<file path="config.mk">
export PLATFORM = sky130hd
export DESIGN_NAME = brpd_seq
export DESIGN_NICKNAME = d
export VERILOG_FILES = /design/src/rtl/brpd_pkg.sv /design/src/rtl/brpd_seq.sv
export SDC_FILE = /design/constraint.sdc
export NUM_CORES = 1
export LEC_CHECK = 0
export ABC_AREA = 1
export BUFFER_PORTS_ARGS = -buffer_cell sky130_fd_sc_hd__buf_4
export CELL_PAD_IN_SITES_DETAIL_PLACEMENT = 0
export CELL_PAD_IN_SITES_GLOBAL_PLACEMENT = 1
export CORE_MARGIN = 3
export CORE_UTILIZATION = 43
export DETAILED_ROUTE_END_ITERATION = 10
export PLACE_DENSITY_LB_ADDON = 0.3
export SYNTH_ARGS = -nofsm -noshare
export SYNTH_HDL_FRONTEND = slang
export SYNTH_SLANG_ARGS = --single-unit
</file>
<file path="constraint.sdc">
create_clock -name clk -period 4.8 [get_ports clk]
set_input_delay 0.48 -clock clk [delete_from_list [all_inputs] [get_ports clk]]
set_output_delay 0.48 -clock clk [all_outputs]
set_load 0.005 [all_outputs]
</file>
<file path="src/rtl/brpd_pkg.sv">
// ----------------------------------------------------------------------------
// brpd_pkg
// Shared types and codes for the byte ring with peek and discard.
// ----------------------------------------------------------------------------
package brpd_pkg;

    localparam int LVL_W   = 13;
    localparam int MODE_W  = 3;
    localparam int STAT_W  = 3;
    localparam int CNT_W   = 13;
    localparam int WDATA_W = 64;

    localparam logic [MODE_W-1:0] MODE_WRITE   = 3'd0;
    localparam logic [MODE_W-1:0] MODE_PEEK    = 3'd1;
    localparam logic [MODE_W-1:0] MODE_DISCARD = 3'd2;
    localparam logic [MODE_W-1:0] MODE_READ    = 3'd3;
    localparam logic [MODE_W-1:0] MODE_CLEAR   = 3'd4;

    localparam logic [STAT_W-1:0] ST_OK          = 3'd0;
    localparam logic [STAT_W-1:0] ST_OVERFLOW    = 3'd1;
    localparam logic [STAT_W-1:0] ST_NO_DATA     = 3'd2;
    localparam logic [STAT_W-1:0] ST_NO_DISCARD  = 3'd3;
    localparam logic [STAT_W-1:0] ST_TOO_LONG    = 3'd4;

    localparam logic [LVL_W-1:0] RING_SIZE_RESET = 13'd4096;

    typedef struct packed {
        logic [MODE_W-1:0]  mode;
        logic [CNT_W-1:0]   count;
        logic [WDATA_W-1:0] write_bytes;
    } req_t;

    typedef struct packed {
        logic [STAT_W-1:0] status;
        logic              data_valid;
        logic [7:0]        out_byte;
        logic              last;
        logic [LVL_W-1:0]  level;
    } rsp_t;

endpackage

</file>
<file path="src/rtl/brpd_seq.sv">
// ----------------------------------------------------------------------------
// brpd_seq
// Request decode, ring pointers and byte sequencer with the result register.
// Writes walk the store one byte a cycle; peeks stream reads one ahead.
// ----------------------------------------------------------------------------
module brpd_seq #(
    parameter int STORE_DEPTH = 4096,
    parameter int MAX_RUN     = 64,
    parameter int WRITE_LANES = 8,
    parameter int AW          = 12
) (
    input  logic                             clk,
    input  logic                             rst_n,
    input  logic                             req_valid,
    output logic                             req_stall,
    input  brpd_pkg::req_t                   req,
    output logic                             rsp_valid,
    input  logic                             rsp_stall,
    output brpd_pkg::rsp_t                   rsp,
    input  logic [brpd_pkg::LVL_W-1:0]       ring_size,
    input  logic                             cfg_wr,
    output logic                             mem_we,
    output logic [AW-1:0]                    mem_waddr,
    output logic [7:0]                       mem_wdata,
    output logic                             mem_re,
    output logic [AW-1:0]                    mem_raddr,
    input  logic [7:0]                       mem_rdata
);

    import brpd_pkg::*;

    localparam int PW    = (AW < LVL_W) ? AW : LVL_W;
    localparam int SW    = LVL_W + 1;
    localparam int RUN_W = $clog2(MAX_RUN + 1);
    localparam int LN_W  = $clog2(WRITE_LANES + 1);

    localparam logic [1:0] S_IDLE  = 2'd0;
    localparam logic [1:0] S_WRITE = 2'd1;
    localparam logic [1:0] S_PEEK  = 2'd2;
    localparam logic [1:0] S_RESP  = 2'd3;

    function automatic logic [PW-1:0] wrap_add(input logic [PW-1:0] a,
                                               input logic [LVL_W-1:0] b,
                                               input logic [LVL_W-1:0] sz);
        logic [SW-1:0] s;
        s = SW'(a) + SW'(b);
        if (s >= SW'(sz))
        begin
            s = s - SW'(sz);
        end
        return s[PW-1:0];
    endfunction

    logic [1:0]         state_reg, state_next;
    logic [PW-1:0]      head_reg, head_next;
    logic [LVL_W-1:0]   held_reg, held_next;
    logic               armed_reg, armed_next;
    logic [STAT_W-1:0]  status_reg, status_next;
    logic [PW-1:0]      pos_reg, pos_next;
    logic [WDATA_W-1:0] wbytes_reg, wbytes_next;
    logic [LN_W-1:0]    wleft_reg, wleft_next;
    logic [RUN_W-1:0]   issue_left_reg, issue_left_next;
    logic [RUN_W-1:0]   emit_left_reg, emit_left_next;
    logic               pend_reg, pend_next;
    logic               out_valid_reg, out_valid_next;
    rsp_t               out_reg, out_next;

    logic [LVL_W-1:0]   size;
    logic               can_emit;
    logic               emit_byte;
    logic               issue;
    logic               emit;
    logic [SW-1:0]      fill_sum;

    // effective ring length: zero acts as one, saturate at the store depth
    always_comb
    begin
        if (ring_size == '0)
        begin
            size = LVL_W'(1);
        end
        else if (32'(ring_size) > 32'(STORE_DEPTH))
        begin
            size = LVL_W'(STORE_DEPTH);
        end
        else
        begin
            size = ring_size;
        end
    end

    assign can_emit  = !out_valid_reg || !rsp_stall;
    assign emit_byte = (state_reg == S_PEEK) && pend_reg && can_emit;
    // never overwrite read data that has not yet gone out
    assign issue     = (state_reg == S_PEEK) && (issue_left_reg != '0)
                       && (!pend_reg || can_emit);
    assign fill_sum  = SW'(held_reg) + SW'(req.count);

    always_comb
    begin
        state_next      = state_reg;
        head_next       = head_reg;
        held_next       = held_reg;
        armed_next      = armed_reg;
        status_next     = status_reg;
        pos_next        = pos_reg;
        wbytes_next     = wbytes_reg;
        wleft_next      = wleft_reg;
        issue_left_next = issue_left_reg;
        emit_left_next  = emit_left_reg;
        pend_next       = pend_reg;
        emit            = 1'b0;
        out_next        = out_reg;
        mem_we          = 1'b0;

        case (state_reg)
            S_IDLE:
            begin
                if (req_valid)
                begin
                    status_next = ST_OK;
                    state_next  = S_RESP;
                    case (req.mode)
                        MODE_WRITE:
                        begin
                            if (32'(req.count) > 32'(WRITE_LANES))
                            begin
                                status_next = ST_TOO_LONG;
                            end
                            else if (fill_sum > SW'(size))
                            begin
                                status_next = ST_OVERFLOW;
                            end
                            else
                            begin
                                pos_next    = wrap_add(head_reg, held_reg, size);
                                wbytes_next = req.write_bytes;
                                wleft_next  = req.count[LN_W-1:0];
                                held_next   = fill_sum[LVL_W-1:0];
                                if (req.count != '0)
                                begin
                                    state_next = S_WRITE;
                                end
                            end
                        end
                        MODE_PEEK, MODE_READ:
                        begin
                            if (32'(req.count) > 32'(MAX_RUN))
                            begin
                                status_next = ST_TOO_LONG;
                            end
                            else if (held_reg < req.count)
                            begin
                                status_next = ST_NO_DATA;
                            end
                            else
                            begin
                                pos_next        = head_reg;
                                issue_left_next = req.count[RUN_W-1:0];
                                emit_left_next  = req.count[RUN_W-1:0];
                                pend_next       = 1'b0;
                                armed_next      = 1'b1;
                                if (req.mode == MODE_READ)
                                begin
                                    head_next  = wrap_add(head_reg, req.count, size);
                                    held_next  = held_reg - req.count;
                                    armed_next = 1'b0;
                                end
                                if (req.count != '0)
                                begin
                                    state_next = S_PEEK;
                                end
                            end
                        end
                        MODE_DISCARD:
                        begin
                            if (!armed_reg)
                            begin
                                status_next = ST_NO_DISCARD;
                            end
                            else if (held_reg < req.count)
                            begin
                                status_next = ST_NO_DATA;
                            end
                            else
                            begin
                                head_next  = wrap_add(head_reg, req.count, size);
                                held_next  = held_reg - req.count;
                                armed_next = 1'b0;
                            end
                        end
                        MODE_CLEAR:
                        begin
                            head_next  = '0;
                            held_next  = '0;
                            armed_next = 1'b0;
                        end
                        default:
                        begin
                            status_next = ST_OK;
                        end
                    endcase
                end
            end
            S_WRITE:
            begin
                mem_we      = 1'b1;
                pos_next    = wrap_add(pos_reg, LVL_W'(1), size);
                wbytes_next = wbytes_reg >> 8;
                wleft_next  = wleft_reg - LN_W'(1);
                if (wleft_reg == LN_W'(1))
                begin
                    state_next = S_RESP;
                end
            end
            S_PEEK:
            begin
                if (issue)
                begin
                    pos_next        = wrap_add(pos_reg, LVL_W'(1), size);
                    issue_left_next = issue_left_reg - RUN_W'(1);
                    pend_next       = 1'b1;
                end
                else if (emit_byte)
                begin
                    pend_next = 1'b0;
                end
                if (emit_byte)
                begin
                    emit                = 1'b1;
                    out_next.status     = ST_OK;
                    out_next.data_valid = 1'b1;
                    out_next.out_byte   = mem_rdata;
                    out_next.last       = (emit_left_reg == RUN_W'(1));
                    out_next.level      = held_reg;
                    emit_left_next      = emit_left_reg - RUN_W'(1);
                    if (emit_left_reg == RUN_W'(1))
                    begin
                        state_next = S_IDLE;
                    end
                end
            end
            S_RESP:
            begin
                if (can_emit)
                begin
                    emit                = 1'b1;
                    out_next.status     = status_reg;
                    out_next.data_valid = 1'b0;
                    out_next.out_byte   = '0;
                    out_next.last       = 1'b1;
                    out_next.level      = held_reg;
                    state_next          = S_IDLE;
                end
            end
            default:
            begin
                state_next = S_IDLE;
            end
        endcase

        // a ring size write empties the ring
        if (cfg_wr)
        begin
            head_next  = '0;
            held_next  = '0;
            armed_next = 1'b0;
        end
    end

    always_comb
    begin
        if (emit)
        begin
            out_valid_next = 1'b1;
        end
        else if (rsp_stall)
        begin
            out_valid_next = out_valid_reg;
        end
        else
        begin
            out_valid_next = 1'b0;
        end
    end

    always_ff @(posedge clk or negedge rst_n)
    begin
        if (!rst_n)
        begin
            state_reg      <= S_IDLE;
            head_reg       <= '0;
            held_reg       <= '0;
            armed_reg      <= 1'b0;
            issue_left_reg <= '0;
            emit_left_reg  <= '0;
            wleft_reg      <= '0;
            pend_reg       <= 1'b0;
            out_valid_reg  <= 1'b0;
        end
        else
        begin
            state_reg      <= state_next;
            head_reg       <= head_next;
            held_reg       <= held_next;
            armed_reg      <= armed_next;
            issue_left_reg <= issue_left_next;
            emit_left_reg  <= emit_left_next;
            wleft_reg      <= wleft_next;
            pend_reg       <= pend_next;
            out_valid_reg  <= out_valid_next;
        end
    end

    always_ff @(posedge clk)
    begin
        status_reg <= status_next;
        pos_reg    <= pos_next;
        wbytes_reg <= wbytes_next;
        out_reg    <= out_next;
    end

    assign req_stall = (state_reg != S_IDLE);
    assign rsp_valid = out_valid_reg;
    assign rsp       = out_reg;
    assign mem_waddr = AW'(pos_reg);
    assign mem_wdata = wbytes_reg[7:0];
    assign mem_re    = issue;
    assign mem_raddr = AW'(pos_reg);

`ifndef SYNTHESIS
    a_held_in_ring: assert property (@(posedge clk) disable iff (!rst_n)
        held_reg <= size)
        else $error("held byte count exceeds ring size");

    a_head_in_ring: assert property (@(posedge clk) disable iff (!rst_n)
        LVL_W'(head_reg) < size)
        else $error("head offset outside ring");

    a_peek_balance: assert property (@(posedge clk) disable iff (!rst_n)
        (state_reg == S_PEEK) |->
            (emit_left_reg == issue_left_reg + RUN_W'(pend_reg)))
        else $error("peek reads and emitted bytes out of step");

    a_cfg_empties: assert property (@(posedge clk) disable iff (!rst_n)
        cfg_wr |=> (held_reg == '0) && !armed_reg)
        else $error("ring not emptied after size write");
`endif

endmodule

</file>
# Word-level counts from Yosys, hierarchy flattened
# Cells that the tools add are included.
# word_totals
reg_bits	153
output_inout_bits	62
# op_classes
n_addsub	11
n_lt_le_gt_ge	8
eq_ne	35
mux	95
reduce_logical	35
# op_table
cell	n
64-bit 2-to-1 mux	4
12-bit 2-to-1 mux	17
13-bit 2-to-1 mux	12
64-bit case mux with 2 select lines	1
12-bit case mux with 3 select lines	2
26-bit 2-to-1 mux	2
13-bit case mux with 4 select lines	1
26-bit case mux with 2 select lines	1
7-bit 2-to-1 mux	6
3-bit inequality test (second input constant)	12
12-bit subtractor	3
12-bit by 13-bit adder with 14-bit output	2
14-bit by 13-bit greater-or-equal comparator with 1-bit output	2
7-bit case mux with 2 select lines	2
12-bit case mux with 2 select lines	1
1-bit 2-to-1 mux	23
2-bit 2-to-1 mux	9
2-bit inequality test (second input constant)	9
6-bit AND reduction	3
4-bit 2-to-1 mux	4
8-bit AND reduction	2
5-bit AND reduction	3
13-bit by 13-bit adder with 14-bit output	1
14-bit by 13-bit greater-than comparator with 1-bit output	1
other kinds (41)	61

# Depth between registers and ports, before layout
# logic_depth
depth_word	12
ltp_mapped	29
mapped_depth_nobuf	27

# Worst setup path before layout
# Ideal clock, no wire load.
# synth_path
kind	input port to flip-flop
from	input req[66] (netlist name)
to	register wbytes_reg[0], enable pin
setup_time_ns	0.396
t_arrival_ns	3.523
required_time_ns	4.404
slack_ns	0.881
path_stages	25
cell_sequence	inv_1 -> ha_1 -> buf_6 -> nor2_1 -> nand2_1 -> nand2_2 -> nand2_2 -> nand2_2 -> nand2_2 -> nand2_1 -> nand2_1 -> and2_1 -> ha_1 -> nand2_1 -> inv_1 -> nor2_1 -> o21a_1 -> nand2_1 -> nand2_1 -> nand2_1 -> nand2_1 -> nand2_1 -> nor2_1 -> nand3_2 -> nand2_2
# synth_via
elab_chain_cells	4
# synth_lines
element	line_no	source
start: declaration	brpd_seq.sv:16	input brpd_pkg::req_t req,
13-bit by 13-bit adder with 14-bit output	brpd_seq.sv:97	assign fill_sum = SW'(held_reg) + SW'(req.count);
14-bit by 13-bit greater-than comparator with 1-bit output	brpd_seq.sv:130	else if (fill_sum > SW'(size))
2-bit inequality test (no line)	--	
5-bit AND reduction (no line) (*)	--	
end signal: assignment	brpd_seq.sv:319	wbytes_reg <= wbytes_next;
end: declaration	brpd_seq.sv:60	logic [WDATA_W-1:0] wbytes_reg, wbytes_next;
# Every way passes the cells marked *; elsewhere a longest branch is shown, timed or not.
# A chain may end at the register's enable or synchronous reset.

# Worst setup path after layout
# layout_path
from	register held_reg[2]
to	register pos_reg[2], in the netlist mem_raddr[2] (data pin)
# layout_via
elab_chain_cells	8
# layout_lines
element	line_no	source
start: declaration	brpd_seq.sv:56	logic [LVL_W-1:0] held_reg, held_next;
start signal: assignment	brpd_seq.sv:305	held_reg <= held_next;
12-bit by 13-bit adder with 14-bit output (*)	brpd_seq.sv:46	s = SW'(a) + SW'(b);
12-bit subtractor / 14-bit by 13-bit greater-or-equal comparator with 1-bit output (equally long branches)	brpd_seq.sv:49, brpd_seq.sv:47	
12-bit 2-to-1 mux (*)	brpd_seq.sv:47	if (s >= SW'(sz))
12-bit 2-to-1 mux (*)	brpd_seq.sv:130	
12-bit 2-to-1 mux (*)	brpd_seq.sv:126	if (32'(req.count) > 32'(WRITE_LANES))
12-bit case mux with 2 select lines (*)	brpd_seq.sv:123	case (req.mode)
12-bit 2-to-1 mux (*)	brpd_seq.sv:119	if (req_valid)
12-bit case mux with 3 select lines (*)	brpd_seq.sv:116	case (state_reg)
via pos_next[2]	brpd_seq.sv:59	logic [PW-1:0] pos_reg, pos_next;
end signal: assignment	brpd_seq.sv:318	pos_reg <= pos_next;
end: declaration	brpd_seq.sv:59	
# The timed path passes the listed nets; every way through them passes the cells marked *. The select of a mux whose other input is x is not followed.

==> key figures <==
Logic synthesis
  – Top cell type's share of synthesized area: 24.4%
  – Cells after synthesis: 1765
  – Main synth FF type: edfxtp_1
  – Post-Syn Area: 12900 sq um
  – Register bit count reported by yosys: 153
  – Largest area contributor in the netlist: edfxtp_1
  – Post-Syn Nets: 1992
  – Post-synthesis sequential area ratio: 33.7%
  – Post-synthesis cell type count: 50
  – Async set or reset register ratio after synthesis: 31.4%
  – Top cells by area, synth: edfxtp_1 (24%), nand2_1 (16%), ha_1 (11%)
  – Synth warn: 0
  – Avg Inst Size Synth: 7.33 sq um
  – Number of synthesized flops with an enable pin: 105

Power
  – NetSw: 5.44 mW
  – Combinational power share: 63.0%
  – Sw frac: 49.9%
  – Sequential share of power: 24.2%
  – Clock share of power: 12.8%
  – Pint: 5.47 mW
  – Worst VDD drop: 404 uV
  – Power density cells: 727 nW/um^2
  – P_leak: 7.58 nW

Clocking
  – CTS Hold Bufs: 0
  – Clock Sinks: 153
  – Num CTS Buffers: 17
  – Clock insertion delay at the later pin of the skew report: 430 ps
  – Post-CTS setup buffer count: 0
  – Post-cts repair resize count: 0
  – Clock Root Buffer: clkbuf_16
  – Register clock-pin slew on the reported worst setup and hold paths: 80 ps
  – Clock buffer depth: 2
  – H-tree levels: 4
  – TritonCTS clock tree: yes

Route
  – First-pass DRT Iterations: 6
  – Routed vias: 12200
  – Routed Antenna Nets: 0
  – Drt first-iter violations: 925
  – Wl on met1: 18400 um
  – Met2 wire len: 18900 um
  – # DRC: 0
  – WL/cell: 17.7 um
  – DR top layer: met4
  – Routed vias/inst: 5.31
  – Met3 WL: 2170 um
  – Total Wirelength: 40600 um

Timing
  – Relative slew margins: 29.1%
  – Final Hold Vio Count: 0
  – Final Cycle Share: 85.5%
  – Slew @ Worst Pin: 1060 ps
  – RSZ-0062 raised after global routing: false
  – Fin Setup TNS: 0 ps
  – Slew Viols, Final: 0
  – Fmax achieved: 244 MHz
  – Final setup violation count: 0
  – Hold slack: 87.0 ps
  – Worst Skew: 15.0 ps
  – Post-layout min period: 4100 ps

Finish
  – Synthesis-to-layout area growth: 16.0%
  – Share of cells above drive strength 1: 14.0%
  – N_diodes: 0
  – Multi-input gate area: 7430 sq um
  – Sequential cell area: 4350 sq um
  – Final Net Count: 2125
  – Commonest non-fill, non-tap cell in the layout: nand2_1
  – Most frequent cells in the layout: nand2_1 (536), inv_1 (204), buf_4 (177), nand3_1 (137), nor2_1 (135)
  – Fill cells: 2847
  – Largest register FFs: 64

Global routing
  – Pin count of the biggest net entering global routing: 69
  – Vias in the first global route: 11600
  – Gr ovfl total: 0
  – GR Util All Layers: 24.4%
  – First-pass GRT wire length: 63600 um
  – Initial antenna violation count: 0

Die
  – Initial Util: 44.4%
  – Top-Level Pins: 168
  – Die area: 32200 sq um
  – Die Width: 179 um
  – Die height: 179 um
  – Site Rows: 62
  – Core area: 29200 sq um

Placed design
  – Dpl hpwl: 31900 um
  – Port-buffer cells: 167
  – Routability congestion estimate: 0.955

Worst setup path
  – Critical Path AT: 4280 ps
  – Kind of critical path: reg -> reg
  – CP required: 4970 ps
  – Crit-path max FO: 13
  – Critical Path Start Type: flip-flop
  – Worst Setup End Kind: flip-flop

Hold path
  – Worst min-delay path class: in -> async

Run
  – MaxCap Viol Count: 0

Run status
  – Outcome: finished, final reports clean
==> through the flow <==
step	cell area, sq um	cells	power (mW)	setup WS (ps)	util [%]
after floorplan	12900	1765	7.47	881	-
after global placement	14400	2263	9.40	542	49.3
after detailed placement	14400	2263	9.45	574	49.3
after CTS	15000	2295	10.9	715	51.5
after global routing	15000	2295	11.9	357	51.5
final	15000	2295	10.9	696	51.5
==> cell type report <==
cell class                 instances  share of cell area (%)
clock inverter                    15                    1.31
tap                              384                    3.20
timing repair buffer             178                    8.98
multi-input combinational       1340                    49.5
inverter                         208                    5.20
clock buffer                      17                    2.83
sequential                       153                    29.0
==> cells by family after synthesis <==
logic type / count (synthesis) / share of synthesized area, %
fa+ha+maj: 121 / 12.1
simple gates: 916 / 30.4
buf+inv: 272 / 9.09
flops: 153 / 33.7
xor+xnor: 67 / 4.54
compound gates: 236 / 10.2
==> worst max-delay path, stage by stage, from the launching register on <==
cell	delay, ps
dfrtp_1	470
ha_1	390
a21oi_1	200
nand2_1	120
nand2_1	80
nand3_1	100
a21boi_0	250
xor2_1	320
inv_1	90
ha_1	340
nand2_1	120
inv_1	60
a21oi_1	200
nand4_1	150
nand2_1	90
nand2_1	60
nand2_1	80
nand2_1	230
nand2_1	170
nand3_1	110
nand3_1	140
nand2_1	80
==> worst paths after layout <==
path / from / end / slack (ps) / cells past startpoint
min: rst_n / issue_left_reg[5] / 90 / 1
max in group asynchronous: rst_n / armed_reg / 4230 / 1
max: held_reg[2] / mem_raddr[2] / 700 / 21
min in group clk: req[14] / wbytes_reg[14] / 320 / 3
max reg2reg: held_reg[2] / mem_raddr[2] / 700 / 21
min reg2reg: wbytes_reg[28] / wbytes_reg[20] / 510 / 2
==> power by group through the flow <==
stage	combinational (mW)	sequential (mW)	clock [mW]
CTS	6.82	2.64	1.42
floorplan	4.92	2.55	0
global route	7.72	2.70	1.47
finish	6.87	2.64	1.40
global placement	6.75	2.64	0
detailed placement	6.78	2.66	0
==> metal layers <==
layer / up-vias / track usage (%)
met4: 0 / 7.30
met2: 438 / 40.3
met5: - / 0
met3: 53 / 2.77
li1: 6056 / -
met1: 5634 / 33.9
==> synthesized netlist by cell type, types with 6 or more instances <==
| library cell | instances |
|---|---|
| o21ai_0 | 89 |
| xnor2_1 | 16 |
| o21bai_1 | 7 |
| nand2_1 | 536 |
| xor2_1 | 51 |
| inv_1 | 205 |
| clkbuf_1 | 25 |
| or2_2 | 6 |
| a31oi_1 | 7 |
| fa_1 | 7 |
| buf_4 | 26 |
| nand3_1 | 137 |
| dfrtp_1 | 48 |
| nand2_2 | 17 |
| nand4_1 | 31 |
| nor4_1 | 6 |
| and2_1 | 6 |
| o21ai_1 | 10 |
| nor3_1 | 18 |
| ha_1 | 114 |
| edfxtp_1 | 105 |
| a21oi_1 | 86 |
| a21oi_2 | 8 |
| nor2_1 | 135 |
No activity file was read; power rests on OpenSTA's default activity.
